## src/rqp_pkg.sv

```systemverilog
// Shared constants, payload types and gamma threshold table for the raw quad preview pipeline.
package rqp_pkg;

   localparam int SAMPLE_BITS    = 16;
   localparam int COEF_FRAC_BITS = 12;

   localparam int IN_BITS    = 16;
   localparam int GAIN_BITS  = 16;
   localparam int COEF_BITS  = 16;
   localparam int CHAN_BITS  = SAMPLE_BITS + GAIN_BITS - COEF_FRAC_BITS;
   localparam int PROD_BITS  = COEF_BITS + CHAN_BITS + 1;
   localparam int SUM_BITS   = PROD_BITS + 2;
   localparam int QUOT_BITS  = SUM_BITS - 1 - COEF_FRAC_BITS;
   localparam int NUM_CHAN   = 4;
   localparam int NUM_COLOR  = 3;

   localparam int GAMMA_BITS  = 8;
   localparam int GAMMA_DEPTH = 1 << GAMMA_BITS;
   localparam int GAMMA_SHIFT = 88 - 5 * SAMPLE_BITS;
   localparam int BIG_BITS    = 96;

   // products, clamp, then one stage per gamma output bit
   localparam int COLOR_LATENCY = 2 + GAMMA_BITS;

   localparam logic [SAMPLE_BITS-1:0] SAMPLE_MAX = {SAMPLE_BITS{1'b1}};
   localparam logic [GAIN_BITS-1:0]   UNITY      = GAIN_BITS'(1) << COEF_FRAC_BITS;

   localparam int CSR_INDEX_BITS = 3;
   localparam logic [CSR_INDEX_BITS-1:0] CSR_WB_GAINS    = 3'd0;
   localparam logic [CSR_INDEX_BITS-1:0] CSR_ROW_RED     = 3'd1;
   localparam logic [CSR_INDEX_BITS-1:0] CSR_ROW_GREEN   = 3'd2;
   localparam logic [CSR_INDEX_BITS-1:0] CSR_ROW_BLUE    = 3'd3;
   localparam logic [CSR_INDEX_BITS-1:0] CSR_CFA_PATTERN = 3'd4;

   localparam logic [7:0] CFA_RGGB = 8'hB4;

   typedef struct packed {
      logic [IN_BITS-1:0] sample_top_left;
      logic [IN_BITS-1:0] sample_top_right;
      logic [IN_BITS-1:0] sample_bottom_left;
      logic [IN_BITS-1:0] sample_bottom_right;
   } req_type;

   typedef struct packed {
      logic [7:0] red;
      logic [7:0] green;
      logic [7:0] blue;
   } rsp_type;

   typedef logic [SAMPLE_BITS:0] gthr_type;
   typedef gthr_type gthr_table_type [GAMMA_DEPTH];

   // Smallest sample level at which each gamma code is reached:
   // min i with i^5 * 2^GAMMA_SHIFT >= v^11.
   function automatic gthr_table_type gamma_thr_table();
      gthr_table_type t;
      logic [BIG_BITS-1:0] lhs;
      logic [BIG_BITS-1:0] rhs;
      logic [SAMPLE_BITS+1:0] lo;
      logic [SAMPLE_BITS+1:0] hi;
      logic [SAMPLE_BITS+1:0] mid;
      for (int v = 0; v < GAMMA_DEPTH; v++) begin
         lhs = BIG_BITS'(1);
         for (int k = 0; k < 11; k++) begin
            lhs = lhs * BIG_BITS'(v);
         end
         lo = '0;
         hi = (SAMPLE_BITS+2)'(1) << SAMPLE_BITS;
         for (int s = 0; s < SAMPLE_BITS + 2; s++) begin
            if (lo < hi) begin
               mid = (lo + hi) >> 1;
               rhs = BIG_BITS'(1);
               for (int k = 0; k < 5; k++) begin
                  rhs = rhs * BIG_BITS'(mid);
               end
               rhs = rhs << GAMMA_SHIFT;
               if (rhs >= lhs) begin
                  hi = mid;
               end else begin
                  lo = mid + 1'b1;
               end
            end
         end
         t[v] = lo[SAMPLE_BITS:0];
      end
      return t;
   endfunction

   localparam gthr_table_type GAMMA_THR = gamma_thr_table();

endpackage

```

## src/rqp_gain_lane.sv

```systemverilog
// One white-balance lane: scales a routed channel by its u4.12 gain.
module rqp_gain_lane
   import rqp_pkg::*;
(
   input  logic                   clock,
   input  logic                   en,
   input  logic [SAMPLE_BITS-1:0] sample,
   input  logic [GAIN_BITS-1:0]   gain,
   output logic [CHAN_BITS-1:0]   scaled
);

   logic [SAMPLE_BITS+GAIN_BITS-1:0] prod;
   logic [CHAN_BITS-1:0]             scaled_in;
   logic [CHAN_BITS-1:0]             scaled_ff;

   assign prod      = (SAMPLE_BITS+GAIN_BITS)'(sample) * (SAMPLE_BITS+GAIN_BITS)'(gain);
   assign scaled_in = prod[SAMPLE_BITS+GAIN_BITS-1:COEF_FRAC_BITS];

   always_ff @(posedge clock) begin
      if (en) begin
         scaled_ff <= scaled_in;
      end
   end

   assign scaled = scaled_ff;

endmodule

```

## config.mk

```make
export PLATFORM = sky130hd
export DESIGN_NAME = rqp_gain_lane
export DESIGN_NICKNAME = d
export VERILOG_FILES = /design/src/rqp_pkg.sv /design/src/rqp_gain_lane.sv
export SDC_FILE = /design/constraint.sdc
export NUM_CORES = 1
export LEC_CHECK = 0
export ABC_AREA = 1
export BUFFER_PORTS_ARGS = -buffer_cell sky130_fd_sc_hd__buf_2
export CORE_ASPECT_RATIO = 0.6
export CORE_MARGIN = 2
export CORE_UTILIZATION = 59
export CTS_CLUSTER_DIAMETER = 200
export CTS_CLUSTER_SIZE = 14
export DETAILED_ROUTE_END_ITERATION = 12
export PLACE_DENSITY = 0.78
export SYNTH_ARGS = -nofsm -noshare
export SYNTH_HDL_FRONTEND = slang
export SYNTH_SLANG_ARGS = --single-unit
export TNS_END_PERCENT = 5
```

## constraint.sdc

```tcl
create_clock -name clock -period 5.7 [get_ports clock]
set_input_delay 0.855 -clock clock [delete_from_list [all_inputs] [get_ports clock]]
set_output_delay 0.855 -clock clock [all_outputs]
set_load 0.05 [all_outputs]
```

======== Word-level counts from Yosys, hierarchy flattened ========
Index checks and enable logic that the tools add are counted.
cells by class
  multipliers ............................. 1
operators by type and width
  cell                          number
  multiplier 16 x 16 -> 32 bit  1
word-level totals
  bits in registers ....................... 20
  word-level logic and storage cells ...... 2
  input bits .............................. 34
  output and inout bits ................... 20

======== Longest topological paths before layout ========
  depth after elaboration ................. 1
  mapped depth ............................ 24
  gate-level depth less buffers ........... 23

======== Least setup slack after synthesis ========
OpenSTA, ideal clock, no wires.
  path kind ............................... input -> register
  start point ............................. in gain[7]
  end point ............................... reg scaled_ff[15] (netlist: scaled[15]), data pin
  data required time ...................... 5.448 ns
  slack ................................... -0.243 ns
  arrival ................................. 5.690 ns
  stages .................................. 23
  setup time .............................. 0.252 ns
  path buffers ............................ 2
  cell sequence ........................... clkbuf_1 -> clkbuf_1 -> nand2_1 -> fa_1 -> inv_1 -> fa_1 -> inv_1 -> fa_1 -> inv_1 -> fa_1 -> fa_1 -> inv_1 -> fa_1 -> inv_1 -> ha_1 -> a21oi_1 -> o21ai_0 -> a21oi_1 -> nor2_1 -> nor2_1 -> nand2_1 -> nand2_1 -> nand2_1
between the ends
  longest elaborated chain between the ends .. 1
ends and longest elaborated chain
  what                          line                 source
  from (decl)                   rqp_gain_lane.sv:8   input logic [GAIN_BITS-1:0] gain,
  multiplier 16 x 16 -> 32 bit  rqp_gain_lane.sv:16  assign prod = (SAMPLE_BITS+GAIN_BITS)'(sample) * (SAMPLE_BITS+GAIN_BITS)'(gain);
  net prod[27]                  rqp_gain_lane.sv:12  logic [SAMPLE_BITS+GAIN_BITS-1:0] prod;
  to (signal assigned)          rqp_gain_lane.sv:21  scaled_ff <= scaled_in;
  to (decl)                     rqp_gain_lane.sv:14  logic [CHAN_BITS-1:0] scaled_ff;
The timed path passes the listed nets, and every way through them passes these cells.
A chain may end at the register's enable or synchronous reset.

======== Worst setup path after layout ========
  start point ............................. in sample[13]
  end point ............................... reg scaled_ff[17] (netlist: scaled[17]), data pin
between the ends
  longest elaborated chain between the ends .. 1
ends and longest elaborated chain
  what                          line                 source
  from (decl)                   rqp_gain_lane.sv:7   input logic [SAMPLE_BITS-1:0] sample,
  multiplier 16 x 16 -> 32 bit  rqp_gain_lane.sv:16
  net prod[29]                  rqp_gain_lane.sv:12
The timed path passes the listed nets, and every way through them passes these cells.

==> results by group <==
Outcome
  • Status: complete, no violations

Critical path
  • Crit end category: register
  • Setup CP Type: input pin to register
  • Crit-path max FO: 10
  • Startpoint Class: input pin
  • CP required: 5.70 ns
  • Setup crit end: scaled[17]
  • Worst Path Arrival: 5.57 ns
  • Worst Setup SP: sample[13]

CTS
  • TritonCTS clock tree: built
  • Root buffer cell: clkbuf_16
  • Clock transition at path regs: 0.05 ns
  • CTS buffer count: 3
  • Worst-case clock buffer depth: 2
  • H-tree levels: 1
  • Clock sink total: 20
  • Hold-fix buffers, CTS: 0

Placed design
  • Post-DP HPWL: ~22000 microns
  • IO Port Bufs: between 50 and 60
  • Gp weighted congestion: approximately 0.92
  • Placed inst area: around 10000 sq um

Synth
  • Register area share after synthesis: 6.32%
  • Synth area leader: fa_1
  • Yosys reg bits: 20
  • Synth unique cells: 21
  • Mapped cell area: approximately 9500 sq um
  • Yosys warning count: 0
  • Synth async-reset ratio: 0%
  • Synthesized Nets: between 1500 and 2000
  • Top cells by area, synth: fa_1 (41%), inv_1 (15%), nand2_1 (15%)
  • Primary FF master, synth: edfxtp_1
  • EDFF count, synth: 20
  • Share of Yosys cell area claimed by the top area cell type: 40.7%
  • Syn Inst Count: 1264
  • Post-Syn Area per Cell: ~7.5 sq um

Timing
  • Min cycle time layout: about 5.6 ns
  • # setup viols final: 0
  • Fmax: around 180 MHz
  • Final worst-path cycle share: 97.8%
  • Slew Viols, Final: 0
  • Slew headroom: around 70%
  • Slew @ Worst Pin: 0.446 ns
  • Final Hold Vio Count: 0
  • RSZ-0062 raised after global routing: yes

Route
  • Total Routed Length: 24700 microns
  • Drt drc: 0
  • Drt pass-1 iters: 7
  • DR WL/cell: 15.9 microns
  • Vias: approximately 8000
  • Final ANT Viol Nets: 0
  • 1st-iter DRT viols: 562
  • DR vias/cell: just over 5

Run
  • Max cap viols: 0

Global routing
  • Antenna violations before repair: 2
  • All-Layer GR Usage: between 30 and 40%
  • Largest net degree at the start of global routing: 21
  • Overflow after GRT: 0
  • Vias in the first global route: about 8500
  • First-pass GRT wire length: slightly above 40000 microns

Floorplan
  • Ports: 54
  • Die area: approximately 17000 sq um
  • Die W: between 150 and 200 microns
  • Placement Rows: 35
  • Initial Util: around three fifths
  • Core ar.: roughly 16000 sq um
  • Die Ht: roughly 100 microns

Final layout
  • Area of the multi-input gates: around 7600 sq um
  • Storage element area: 601 sq um
  • Max FFs per register: 20
  • Fin area: around 11000 sq um
  • Synth-to-Final Area Change: 15.3%
  • Layout cells sized above 1: roughly 16%
  • Fin nets: roughly 1700
  • Filler cells: 1252

Hold path
  • Hold crit path type: input pin to register
[synthesized netlist by cell type (all sizes together), types with 2 or more instances]
master	number
nand2	369
a21oi	34
o21ai	21
ha	101
nand4	2
nor3	8
xnor2	2
edfxtp	20
o21bai	2
clkbuf	60
nor2	42
xor2	7
inv	370
fa	193
nand3	24
a31oi	2
a21o	5
[worst min path at each step]
stage / end / cells after the start / start / slack (ns)
2_1_floorplan: scaled[0] / 0 / en / 0.97
3_3_place_gp: scaled[11] / 1 / en / 1.34
3_5_place_dp: scaled[11] / 1 / en / 1.34
4_1_cts: scaled[11] / 1 / en / 1.09
5_1_grt: scaled[11] / 1 / en / 1.11
6_report: scaled[11] / 1 / en / 1.08
[cells by family (layout without fill, tap and decap cells)]
group / count (synthesis) / in the layout / share of synthesized area [%]
flops: 20 / 20 / 6.32
compound gates: 65 / 65 / 3.74
simple gates: 446 / 446 / 18.1
buf+inv: 430 / 518 / 17.0
other cells: 0 / 2 / 0
xor+xnor: 9 / 9 / 0.830
fa+ha+maj: 294 / 294 / 54.0
[layout by cell type (no fill, tap or decap), drive strengths merged]
cell and count:
nand3 24, fa 193, nand2 369, diode 2
clkbuf 10, xnor2 2, xor2 7, ha 101
a21boi 1, nor3 8, a21o 5, inv 370
nor2 42, a21oi 34, nor4 1, a31oi 2
buf 138, edfxtp 20, o21ai 21, nand4 2
o21bai 2
[per-layer routing]
| layer | global-route usage, % | vias up | wire (microns) |
|---|---|---|---|
| li1 | - | 3785 | - |
| met1 | 43.4 | 3856 | 11400 |
| met2 | 49.3 | 342 | 10700 |
| met3 | 6.58 | 44 | 2120 |
| met4 | 4.88 | 0 | 559 |
| met5 | 0 | - | 0 |
[final cells by class]
type                       count  area share, %
sequential                    20           5.48
multi-input combinational    814           69.2
clock buffer                   3          0.685
antenna                        2         0.0457
inverter                     370           12.7
timing repair buffer         145           9.56
tap                          203           2.32
[critical path, cell delays in order]
cell     delay, ns
buf_2         0.19
buf_4         0.21
nand2_1       0.09
fa_1          0.52
fa_1          0.52
inv_1         0.06
fa_1          0.55
fa_1          0.45
fa_1          0.48
ha_1          0.30
ha_1          0.32
a21oi_1       0.26
o21ai_0       0.22
a21oi_2       0.19
nor2_1        0.06
nor2_1        0.11
nand2_1       0.07
nand2_1       0.06
nand2_1       0.06
[metrics by stage]
stage | hold slack (ns) | setup slack [ns] | TNS, ns | cells | utilization (%)
detailed placement | 1.34 | -0.436 | -4.38 | 1550 | 67.4
floorplan | 0.967 | -0.0129 | -0.0238 | 1264 | -
finish | 1.08 | 0.126 | 0 | 1557 | 70.5
global route | 1.11 | -0.106 | -0.347 | 1557 | 70.5
global placement | 1.34 | -0.332 | -3.01 | 1550 | 67.4
CTS | 1.09 | -0.00900 | -0.00900 | 1553 | 68.1
[what timing repair did]
action	4_1_cts	5_1_grt
pin swaps	2	14
buffers inserted	0	2
endpoints found under the setup margin	8	19
gates resized for setup	11	98
Power is left out: the tool's default activity adds up to more than one toggle a clock period on the data nets, which glitch-free logic cannot reach.
